File: src/rtl/core/aip_pkg.sv
// Package for the ASCII integer parser: parser states, status codes,
// character constants and the result record. No dependencies.
package aip_pkg;

  localparam int unsigned ValueWidth = 64;

  typedef enum logic [2:0] {
    ST_START  = 3'd0,
    ST_ZERO   = 3'd1,
    ST_DEC    = 3'd2,
    ST_MINUS  = 3'd3,
    ST_HEXPRE = 3'd4,
    ST_HEX    = 3'd5,
    ST_TRAIL  = 3'd6
  } parse_state_t;

  typedef enum logic [1:0] {
    STAT_OK   = 2'd0,
    STAT_CHAR = 2'd1,
    STAT_UOVF = 2'd2,
    STAT_SOVF = 2'd3
  } status_t;

  localparam logic [7:0] ChSpace = 8'h20;
  localparam logic [7:0] ChMinus = 8'h2d;
  localparam logic [7:0] ChZero  = 8'h30;
  localparam logic [7:0] ChNine  = 8'h39;
  localparam logic [7:0] ChLowA  = 8'h61;
  localparam logic [7:0] ChLowF  = 8'h66;
  localparam logic [7:0] ChLowX  = 8'h78;

  typedef struct packed {
    logic [ValueWidth-1:0] value;
    status_t               status;
  } aip_result_t;

endpackage

File: src/rtl/core/aip_if.sv
// Channel interfaces for the ASCII integer parser: character items in,
// result items out. No dependencies.
interface aip_char_if;
  logic       valid;
  logic       ready;
  logic [7:0] char_code;
  logic       is_last;

  modport source (output valid, output char_code, output is_last, input ready);
  modport sink   (input valid, input char_code, input is_last, output ready);
endinterface

interface aip_result_if;
  logic        valid;
  logic        ready;
  logic [63:0] value;
  logic [1:0]  status;

  modport source (output valid, output value, output status, input ready);
  modport sink   (input valid, input value, input status, output ready);
endinterface

File: src/rtl/core/aip_parse_core.sv
// Parser state registers and per-character next-state logic.
// Depends on aip_pkg.
module aip_parse_core (
  input  logic                clk,
  input  logic                rst_n,
  input  logic                accept,
  input  logic [7:0]          char_code,
  input  logic                is_last,
  output logic                res_push,
  output aip_pkg::aip_result_t res
);
  import aip_pkg::*;

  parse_state_t          state_r, state_nxt, state_c;
  logic [ValueWidth-1:0] acc_r, acc_nxt, acc_c;
  logic                  neg_r, neg_nxt, neg_c;
  status_t               err_r, err_nxt, err_c;

  logic                  is_dec, is_hexl;
  logic [3:0]            dval, hval;
  logic [ValueWidth+3:0] mul10;
  logic                  ovf10, ovf16;
  logic [ValueWidth-1:0] acc_dec, acc_hex;

  assign is_dec  = (char_code >= ChZero) && (char_code <= ChNine);
  assign is_hexl = (char_code >= ChLowA) && (char_code <= ChLowF);
  assign dval    = char_code[3:0];
  // 'a'..'f' have low nibbles 1..6
  assign hval    = is_hexl ? (char_code[3:0] + 4'd9) : char_code[3:0];

  // acc*10 + d as shift-add with four guard bits for the exact overflow test
  assign mul10   = ({4'b0, acc_r} << 3) + ({4'b0, acc_r} << 1) + {64'b0, dval};
  assign ovf10   = |mul10[ValueWidth+3:ValueWidth];
  assign acc_dec = mul10[ValueWidth-1:0];
  assign ovf16   = |acc_r[ValueWidth-1:ValueWidth-4];
  assign acc_hex = {acc_r[ValueWidth-5:0], hval};

  // one character through the automaton
  always_comb begin
    state_c = state_r;
    acc_c   = acc_r;
    neg_c   = neg_r;
    err_c   = err_r;
    if (err_r == STAT_OK) begin
      unique case (state_r)
        ST_START: begin
          if (char_code == ChZero) begin
            state_c = ST_ZERO;
            acc_c   = '0;
          end else if (is_dec) begin
            state_c = ST_DEC;
            acc_c   = {60'b0, dval};
          end else if (char_code == ChMinus) begin
            state_c = ST_MINUS;
            neg_c   = 1'b1;
          end else if (char_code != ChSpace) begin
            err_c   = STAT_CHAR;
          end
        end
        ST_ZERO: begin
          if (is_dec) begin
            state_c = ST_DEC;
            if (ovf10) err_c = STAT_UOVF;
            else       acc_c = acc_dec;
          end else if (char_code == ChLowX) begin
            state_c = ST_HEXPRE;
          end else if (char_code == ChSpace) begin
            state_c = ST_TRAIL;
          end else begin
            err_c   = STAT_CHAR;
          end
        end
        ST_DEC: begin
          if (is_dec) begin
            if (ovf10) err_c = STAT_UOVF;
            else       acc_c = acc_dec;
          end else if (char_code == ChSpace) begin
            state_c = ST_TRAIL;
          end else begin
            err_c   = STAT_CHAR;
          end
        end
        ST_MINUS: begin
          if (char_code == ChZero) begin
            state_c = ST_ZERO;
          end else if (is_dec) begin
            state_c = ST_DEC;
            acc_c   = {60'b0, dval};
          end else begin
            err_c   = STAT_CHAR;
          end
        end
        ST_HEXPRE, ST_HEX: begin
          if (is_dec || is_hexl) begin
            state_c = ST_HEX;
            if (ovf16) err_c = STAT_UOVF;
            else       acc_c = acc_hex;
          end else begin
            err_c   = STAT_CHAR;
          end
        end
        ST_TRAIL: begin
          if (char_code != ChSpace) err_c = STAT_CHAR;
        end
        default: begin
          err_c = STAT_CHAR;
        end
      endcase
    end
  end

  // register update: the last character returns everything to reset values
  always_comb begin
    state_nxt = state_r;
    acc_nxt   = acc_r;
    neg_nxt   = neg_r;
    err_nxt   = err_r;
    if (accept) begin
      if (is_last) begin
        state_nxt = ST_START;
        acc_nxt   = '0;
        neg_nxt   = 1'b0;
        err_nxt   = STAT_OK;
      end else begin
        state_nxt = state_c;
        acc_nxt   = acc_c;
        neg_nxt   = neg_c;
        err_nxt   = err_c;
      end
    end
  end

  // result from the post-character values
  always_comb begin
    res_push   = accept && is_last;
    res.value  = '0;
    res.status = err_c;
    if (err_c == STAT_OK) begin
      if (neg_c) begin
        if (acc_c[ValueWidth-1]) res.status = STAT_SOVF;
        else                     res.value  = (~acc_c) + 64'd1;
      end else begin
        res.value = acc_c;
      end
    end
  end

  always_ff @(posedge clk) begin
    if (!rst_n) begin
      state_r <= ST_START;
      acc_r   <= '0;
      neg_r   <= 1'b0;
      err_r   <= STAT_OK;
    end else begin
      state_r <= state_nxt;
      acc_r   <= acc_nxt;
      neg_r   <= neg_nxt;
      err_r   <= err_nxt;
    end
  end

  a_last_clears: assert property (@(posedge clk) disable iff (!rst_n)
    accept && is_last |=> state_r == ST_START && acc_r == '0 && !neg_r && err_r == STAT_OK)
    else $error("state not cleared after last item");

  a_err_sticky: assert property (@(posedge clk) disable iff (!rst_n)
    accept && !is_last && err_r != STAT_OK |=> err_r == $past(err_r) && acc_r == $past(acc_r))
    else $error("error state changed before last item");

  a_fail_zero: assert property (@(posedge clk) disable iff (!rst_n)
    res_push && res.status != STAT_OK |-> res.value == '0)
    else $error("failed result carries nonzero value");

endmodule

File: src/rtl/core/aip_result_reg.sv
// Output register for result items; gives the input side its ready.
// Depends on aip_pkg and aip_result_if.
module aip_result_reg (
  input  logic                clk,
  input  logic                rst_n,
  input  logic                push,
  input  aip_pkg::aip_result_t res,
  output logic                in_ready,
  aip_result_if.source        out_ch
);
  import aip_pkg::*;

  logic        valid_r, valid_nxt;
  aip_result_t data_r, data_nxt;

  assign in_ready = !valid_r || out_ch.ready;

  always_comb begin
    valid_nxt = valid_r;
    data_nxt  = data_r;
    if (out_ch.ready) valid_nxt = 1'b0;
    if (push) begin
      valid_nxt = 1'b1;
      data_nxt  = res;
    end
  end

  always_ff @(posedge clk) begin
    if (!rst_n) valid_r <= 1'b0;
    else        valid_r <= valid_nxt;
  end

  always_ff @(posedge clk) begin
    data_r <= data_nxt;
  end

  assign out_ch.valid  = valid_r;
  assign out_ch.value  = data_r.value;
  assign out_ch.status = data_r.status;

  a_push_room: assert property (@(posedge clk) disable iff (!rst_n)
    push |-> in_ready)
    else $error("result pushed into a full output register");

  a_push_shows: assert property (@(posedge clk) disable iff (!rst_n)
    push |=> valid_r && data_r == $past(res))
    else $error("pushed result not presented");

  a_drain: assert property (@(posedge clk) disable iff (!rst_n)
    valid_r && out_ch.ready && !push |=> !valid_r)
    else $error("taken result still presented");

endmodule

File: src/rtl/core/ascii_integer_parser.sv
// Top level of the ASCII integer parser: parse core plus output register.
// Depends on aip_pkg, aip_if, aip_parse_core, aip_result_reg.
//
// channel   dir  handshake     payload
// in_ch     in   valid/ready   char_code[7:0], is_last
// out_ch    out  valid/ready   value[63:0], status[1:0]
//
// One character item per cycle while in_ch.ready is high; the multiply-by-base
// and add are combinational ahead of the parser state registers.
// A result item is registered and appears the cycle after its last character.
// in_ch.ready drops only while a result is held and out_ch.ready is low.
// Synchronous active-low reset returns the parser to its start state.
module ascii_integer_parser (
  input  logic         clk,
  input  logic         rst_n,
  aip_char_if.sink     in_ch,
  aip_result_if.source out_ch
);
  import aip_pkg::*;

  logic        in_ready;
  logic        accept;
  logic        res_push;
  aip_result_t res;

  assign in_ch.ready = in_ready;
  assign accept      = in_ch.valid && in_ready;

  aip_parse_core u_core (
    .clk       (clk),
    .rst_n     (rst_n),
    .accept    (accept),
    .char_code (in_ch.char_code),
    .is_last   (in_ch.is_last),
    .res_push  (res_push),
    .res       (res)
  );

  aip_result_reg u_out (
    .clk      (clk),
    .rst_n    (rst_n),
    .push     (res_push),
    .res      (res),
    .in_ready (in_ready),
    .out_ch   (out_ch)
  );

endmodule
File: src/flat_wrapper.sv
// flat-port wrapper written by rule: the top's interface ports become plain ports
module ascii_integer_parser_flat import aip_pkg::*;
  (clk, rst_n, in_ch_valid, in_ch_char_code, in_ch_is_last, in_ch_ready, out_ch_valid, out_ch_value, out_ch_status, out_ch_ready);
  aip_char_if in_ch_i ();
  aip_result_if out_ch_i ();
  input  logic clk;
  input  logic rst_n;
  input wire logic [$bits(in_ch_i.valid)-1:0] in_ch_valid;
  input wire logic [$bits(in_ch_i.char_code)-1:0] in_ch_char_code;
  input wire logic [$bits(in_ch_i.is_last)-1:0] in_ch_is_last;
  output wire logic [$bits(in_ch_i.ready)-1:0] in_ch_ready;
  output wire logic [$bits(out_ch_i.valid)-1:0] out_ch_valid;
  output wire logic [$bits(out_ch_i.value)-1:0] out_ch_value;
  output wire logic [$bits(out_ch_i.status)-1:0] out_ch_status;
  input wire logic [$bits(out_ch_i.ready)-1:0] out_ch_ready;
  assign in_ch_i.valid = in_ch_valid;
  assign in_ch_i.char_code = in_ch_char_code;
  assign in_ch_i.is_last = in_ch_is_last;
  assign in_ch_ready = in_ch_i.ready;
  assign out_ch_valid = out_ch_i.valid;
  assign out_ch_value = out_ch_i.value;
  assign out_ch_status = out_ch_i.status;
  assign out_ch_i.ready = out_ch_ready;
  ascii_integer_parser u_core (.clk(clk), .rst_n(rst_n), .in_ch(in_ch_i), .out_ch(out_ch_i));
endmodule
File: config.mk
export PLATFORM = sky130hd
export DESIGN_NAME = ascii_integer_parser_flat
export DESIGN_NICKNAME = d
export VERILOG_FILES = /design/src/rtl/core/aip_pkg.sv /design/src/rtl/core/aip_if.sv /design/src/rtl/core/aip_parse_core.sv /design/src/rtl/core/aip_result_reg.sv /design/src/rtl/core/ascii_integer_parser.sv /design/src/flat_wrapper.sv
export SDC_FILE = /design/constraint.sdc
export NUM_CORES = 1
export LEC_CHECK = 0
export BUFFER_PORTS_ARGS = -buffer_cell sky130_fd_sc_hd__buf_2
export CORE_MARGIN = 2
export CORE_UTILIZATION = 40
export DETAILED_ROUTE_END_ITERATION = 7
export SLEW_MARGIN = 20
export SYNTH_ARGS = -nofsm -noshare
export SYNTH_HDL_FRONTEND = slang
export SYNTH_SLANG_ARGS = --single-unit
File: constraint.sdc
create_clock -name clk -period 9.4 [get_ports clk]
set_input_delay 1.88 -clock clk [delete_from_list [all_inputs] [get_ports clk]]
set_output_delay 1.88 -clock clk [all_outputs]
set_load 0.005 [all_outputs]
==> results of run 1 <==
[where the power goes]
part,switching (µW),internal [µW]
logic,164,78.5
clock network,276,373
registers,7.09,636
total,447,1090
[kinds of logic (layout without fill, tap and decap cells)]
| group | after synthesis | count (layout) | share of synthesized area |
|---|---|---|---|
| AOI/OAI and AO/OA | 666 | 666 | 0.308 |
| xor gates and xnor gates | 110 | 110 | 0.0654 |
| adders and majority gates | 134 | 134 | 0.115 |
| buffers and inverters | 161 | 162 | 0.0490 |
| DFF | 137 | 137 | 0.231 |
| muxes | 3 | 3 | 0.00212 |
| and+or+nand+nor | 656 | 656 | 0.230 |
[worst max-delay path by stage]
stage / end / depth (start not counted) / slack (ns) / from
floorplan: u_core.u_out.out_ch.value[62] / 22 / 2.25 / in_ch_char_code[3]
global placement: u_core.u_out.out_ch.value[63] / 20 / 1.36 / in_ch_char_code[3]
detailed placement: u_core.u_out.out_ch.value[30] / 23 / 1.16 / in_ch_char_code[3]
CTS: u_core.u_out.out_ch.value[30] / 23 / 1.57 / in_ch_char_code[3]
global route: u_core.u_out.out_ch.value[62] / 23 / 1.16 / in_ch_char_code[3]
finish: u_core.u_out.out_ch.value[58] / 23 / 1.52 / in_ch_char_code[3]
[critical path, cell delays in order]
cell and delay [ns]:
buf_2 0.16, inv_1 0.12, fa_1 0.61, inv_1 0.06, ha_1 0.30, a211oi_1 0.36
o211ai_1 0.21, and4_1 0.25, o2111ai_2 0.35, a31oi_1 0.19, o211ai_2 0.50, o211a_1 0.26
buf_4 0.31, a211oi_1 0.15, a311oi_2 0.52, ha_1 0.28, o21ai_0 0.10, nor4_1 0.35
and4_4 0.33, nand4_4 0.16, o31ai_1 0.32, xor2_1 0.17, nor2_1 0.05
[placed cells by master (no fill, tap or decap), types with 20 or more instances in the layout]
cell type,n
nor3_1,35
nor2_1,165
a31oi_1,39
and2_1,50
buf_2,79
buf_4,21
o21ai_0,120
xor2_1,51
nand3_1,44
a211oi_1,20
nand2_1,159
nor2b_1,44
a221o_1,26
ha_1,132
dfxtp_1,71
xnor2_1,59
a22oi_1,49
inv_1,28
a21o_1,20
a21oi_1,171
nand4_1,34
edfxtp_1,66
[metrics by stage]
stage               instance area [µm²]  std cells  setup WS, ns   util
floorplan                         14700       1867          2.25      -
global placement                  15300       2303          1.36  0.420
detailed placement                15300       2303          1.16  0.420
CTS                               15900       2335          1.57  0.435
global route                      15900       2336          1.16  0.436
finish                            15900       2336          1.52  0.436
[synthesized netlist by cell type (all sizes together) (44+ instances only)]
cell	instances
a21oi	173
a22oi	49
and2	50
buf	48
clkbuf	84
dfxtp	71
edfxtp	66
ha	132
nand2	163
nand3	45
nor2	167
nor2b	44
o21ai	124
xnor2	59
xor2	51
[per-layer routing]
| metal | global-route usage | wire, µm | vias up |
|---|---|---|---|
| li1 | - | - | 7061 |
| met1 | 0.410 | 24200 | 7097 |
| met2 | 0.370 | 20600 | 813 |
| met3 | 0.0438 | 5710 | 77 |
| met4 | 0.0814 | 1470 | 2 |
| met5 | 0 | 14 | - |
[layout make-up]
class,count,share of cell area
flip-flops and latches,137,0.214
inverters,29,0.00685
clock inverters,13,0.00771
multi-input cells,1569,0.670
clock buffers,19,0.0279
repair buffers,101,0.0365
well taps,468,0.0368
[state kept, by name, indices dropped and copies added (netlist names)]
register	cells
u_core.u_out.out_ch.value	64
u_core.u_out.out_ch.status	2
u_core.u_core.acc_r	64
u_core.u_core.state_r	3
u_core.u_core.neg_r	1
u_core.u_core.err_r	2
u_core.u_out.out_ch.valid	1
==> flow_summary.toml, run 1 <==
[pwr]
p_leak_uw = 0.00612
ir_drop_mv = 0.115
p_total_uw = 1530
p_per_area_mw_per_mm2 = 96.5

[yosys]
syn_area_mm2 = 0.0147
yosysSeqAreaShare = 0.231
syn_nets = 2014
synth.largest_area_cell = "edfxtp_1"
synth.area.top_cells = "edfxtp_1 13%, ha_1 11%, dfxtp_1 9.6%"
yosysUniqueCellTypes = 101
synthArstFlopShare = 0
synth.avg_cell_area_um2 = 7.89
yosysWarnings = 0
synth_edf_count = 66
synth.top_cell.area_share = 0.135
synth-seq-cells = 137
netlist_instances = 1867
ys.flop_type = "dfxtp_1"

[layout]
area_growth_pct = 7.92
num-nets-final = 2002
regArea_mm2 = 0.00340
diodes = 0
multi_input_area_mm2 = 0.0107
final.fill_count = 3630
drive_gt1_frac = 0.103

[setup_path]
timing.rr.start = "u_core.u_core.acc_r[2]"
reg2reg_depth = 22
crit_fanout = 22
r2r-end = "u_core.u_out.out_ch.value[58]"
worstSetupStartpointType = "primary input"
worstPathArrival_ns = 8.03
crit_required_ns = 9.55
path_class = "in2reg"
reg2reg_slack_ns = 2.59
worstSetupEndpointType = "flip-flop"

[clocking]
cts_made_buffers = 17
cts_buffer_depth = 2
cts_tree = "built"
cts.sinks = 137
worst_skew_pair.late_latency_ns = 0.42
post_cts_buffers = 0
cts_resized = 0
cts_root_buffer = "clkbuf_16"
htreeDepth = 4
cts_hold_buf = 0
clk_pin_slew_ns = 0.06

[timing]
rsz0062_at_grt = "no"
tightestPinTransition_ns = 1.18
relSlewSlack = 0.204
slew_violations = 0
fin_crit_sh = 0.838
fmax_mhz = 127
setup_tns_ns = 0
setup_violations = 0
period_minus_slack_ns = 7.88
skew_ns = 0.0100
holdWs_ns = 0.616
hold_violations = 0

[die]
coreArea_mm2 = 0.0364
die_area_mm2 = 0.0384
die_w_um = 196
start_util = 0.404
num_rows = 70
io_pins = 81
die_y_um = 196

[grt]
grtUsageTotal = 0.265
globalRoute.totalOverflow = 0
grt_pass1_wl_mm = 80.4
grt_pass1_vias = 13600
antenna_found_initial = 2
grt_max_degree = 72

[status]
status = "completed"

[route]
drt-pass1-iter-count = 6
initialDrtViolationCount = 1749
routed_via_density = 6.44
avgRoutedWirePerCell_um = 22.3
num_vias = 15100
route.antenna.remaining_nets = 0
wl_mm = 52.0
drc = 0

[place]
io_buffers = 80
place.gp.congestion = 0.986
dp_hpwl_mm = 39.2

[flow_run]
max-cap-violations = 0

[hold_path]
holdCritStartpoint = "u_core.u_core.neg_r"
hold_path_depth = 2
holdPathEnd = "u_core.u_core.neg_r"
min_path_type = "reg2reg"
Power figures use the tool's default switching activity.
==> inputs of run 2 (changes only) <==
==> constraint.sdc (replaced) <==
create_clock -name clk -period 8.1 [get_ports clk]
set_input_delay 1.62 -clock clk [delete_from_list [all_inputs] [get_ports clk]]
set_output_delay 1.62 -clock clk [all_outputs]
set_load 0.005 [all_outputs]
==> run 2 against run 1 <==
  * Clock-buffer cell count is 1 lower
  * Sequential power is 16% higher
  * Global-route usage is 0.12 points higher
  * Hold slack better by 0.0041 ns
  * Register-to-register slack worse by 1.3 ns
  * Combinational power is 24% higher
  * Critical path type unchanged
  * Largest power group is now registers
==> flow_summary.toml, run 2 (same netlist as run 1, synthesis figures left out) <==
[layout]
drive_gt1_frac = 0.121
multi_input_area_mm2 = 0.0106
final.fill_count = 3638
final_cell_mix = "171 x a21oi_1, 165 x nor2_1, 159 x nand2_1"
final_cell_count_no_fill = 2374
final_common_cell = "a21oi_1"
regArea_mm2 = 0.00340
diodes = 0
area_growth_pct = 9.74
num-nets-final = 2040

[status]
status = "completed"

[route]
route.antenna.remaining_nets = 0
initialDrtViolationCount = 1705
routed_via_density = 6.33
num_vias = 15000
drt-pass1-iter-count = 6
avgRoutedWirePerCell_um = 22.0
drc = 0
wl_mm = 52.3

[flow_run]
max-cap-violations = 0

[setup_path]
endpoint = "u_core.u_out.out_ch.value[50]"
crit_fanout = 16
worstSetupStartpointType = "primary input"
worstSetupEndpointType = "flip-flop"
timing.rr.start = "u_core.u_core.acc_r[2]"
path_class = "in2reg"
reg2reg_depth = 21
r2r-end = "u_core.u_out.out_ch.value[50]"
reg2reg_slack_ns = 1.31
worstPathArrival_ns = 7.72
crit_required_ns = 8.27
crit_start = "in_ch_char_code[3]"

[die]
die_area_mm2 = 0.0384
io_pins = 81
start_util = 0.404
coreArea_mm2 = 0.0364
die_w_um = 196
num_rows = 70
die_y_um = 196

[clocking]
cts_tree = "built"
htreeDepth = 4
cts.sinks = 137
cts_buffer_depth = 2
cts_resized = 0
cts_made_buffers = 17
clk_pin_slew_ns = 0.06
worst_skew_pair.late_latency_ns = 0.44
post_cts_buffers = 0
cts_root_buffer = "clkbuf_16"
cts_hold_buf = 0

[pwr]
ir_drop_mv = 0.114
p_leak_uw = 0.00629
p_per_area_mw_per_mm2 = 109
p_total_uw = 1760

[timing]
fmax_mhz = 132
slew_violations = 0
hold_violations = 0
fin_crit_sh = 0.932
period_minus_slack_ns = 7.55
skew_ns = 0.0193
tightestPinTransition_ns = 1.05
holdWs_ns = 0.620
setup_violations = 0
rsz0062_at_grt = "no"
setup_tns_ns = 0
relSlewSlack = 0.299

[grt]
grt_pass1_vias = 13600
grt_max_degree = 72
grtUsageTotal = 0.266
grt_pass1_wl_mm = 80.8
globalRoute.totalOverflow = 0
antenna_found_initial = 0

[place]
io_buffers = 80
place.gp.congestion = 0.979
place_inst = 2341
dp_hpwl_mm = 40.1

[hold_path]
min_path_type = "reg2reg"
## run 2: worst min path at each step
stage                                    from             endpoint  slack, ns  depth (start not counted)
final                     u_core.u_core.neg_r  u_core.u_core.neg_r       0.62                          2
after global routing      u_core.u_core.neg_r  u_core.u_core.neg_r       0.67                          2
after CTS                 u_core.u_core.neg_r  u_core.u_core.neg_r       0.62                          2
after detailed placement  u_core.u_core.neg_r  u_core.u_core.neg_r       0.61                          2
after global placement    u_core.u_core.neg_r  u_core.u_core.neg_r       0.60                          2
after floorplan           u_core.u_core.neg_r  u_core.u_core.neg_r       0.52                          2
## run 2: stage by stage
stage | util | cell area, µm² | setup WS (ns)
2_1_floorplan | - | 14700 | 1.21
3_3_place_gp | 0.428 | 15600 | 0.313
3_5_place_dp | 0.428 | 15600 | 0.209
4_1_cts | 0.443 | 16100 | 0.611
5_1_grt | 0.444 | 16200 | 0.152
6_report | 0.444 | 16200 | 0.551
## run 2: power breakdown
group / internal (µW) / total, µW / switching, µW / leakage, µW
clock network: 392 / 718 / 326 / 0.000252
logic: 103 / 299 / 197 / 0.00484
registers: 738 / 746 / 8.30 / 0.00120
## run 2: layout make-up
cell class | count | area share
clock buffers | 18 | 0.0265
clock inverters | 14 | 0.00635
inverters | 29 | 0.00673
multi-input cells | 1569 | 0.659
flip-flops and latches | 137 | 0.211
well taps | 468 | 0.0362
repair buffers | 139 | 0.0550
## run 2: critical path, stage by stage
cell	delay, ns
buf_2	0.16
inv_1	0.12
fa_1	0.62
inv_1	0.07
ha_1	0.31
a211oi_1	0.34
o21ai_0	0.22
a21oi_1	0.35
o21bai_1	0.21
a211o_1	0.34
a21oi_1	0.36
o211a_1	0.53
buf_4	0.32
nand4_1	0.11
and3b_1	0.32
nor4b_1	0.42
nand3_1	0.22
buf_4	0.21
nor4b_4	0.47
a31oi_1	0.17
xnor2_1	0.16
nor2_1	0.06
## run 2: routing by layer
layer / GRT usage / routed length [µm]
met2: 0.367 / 20300
met4: 0.0929 / 1670
met1: 0.404 / 24700
met3: 0.0566 / 5630
met5: 0 / 0
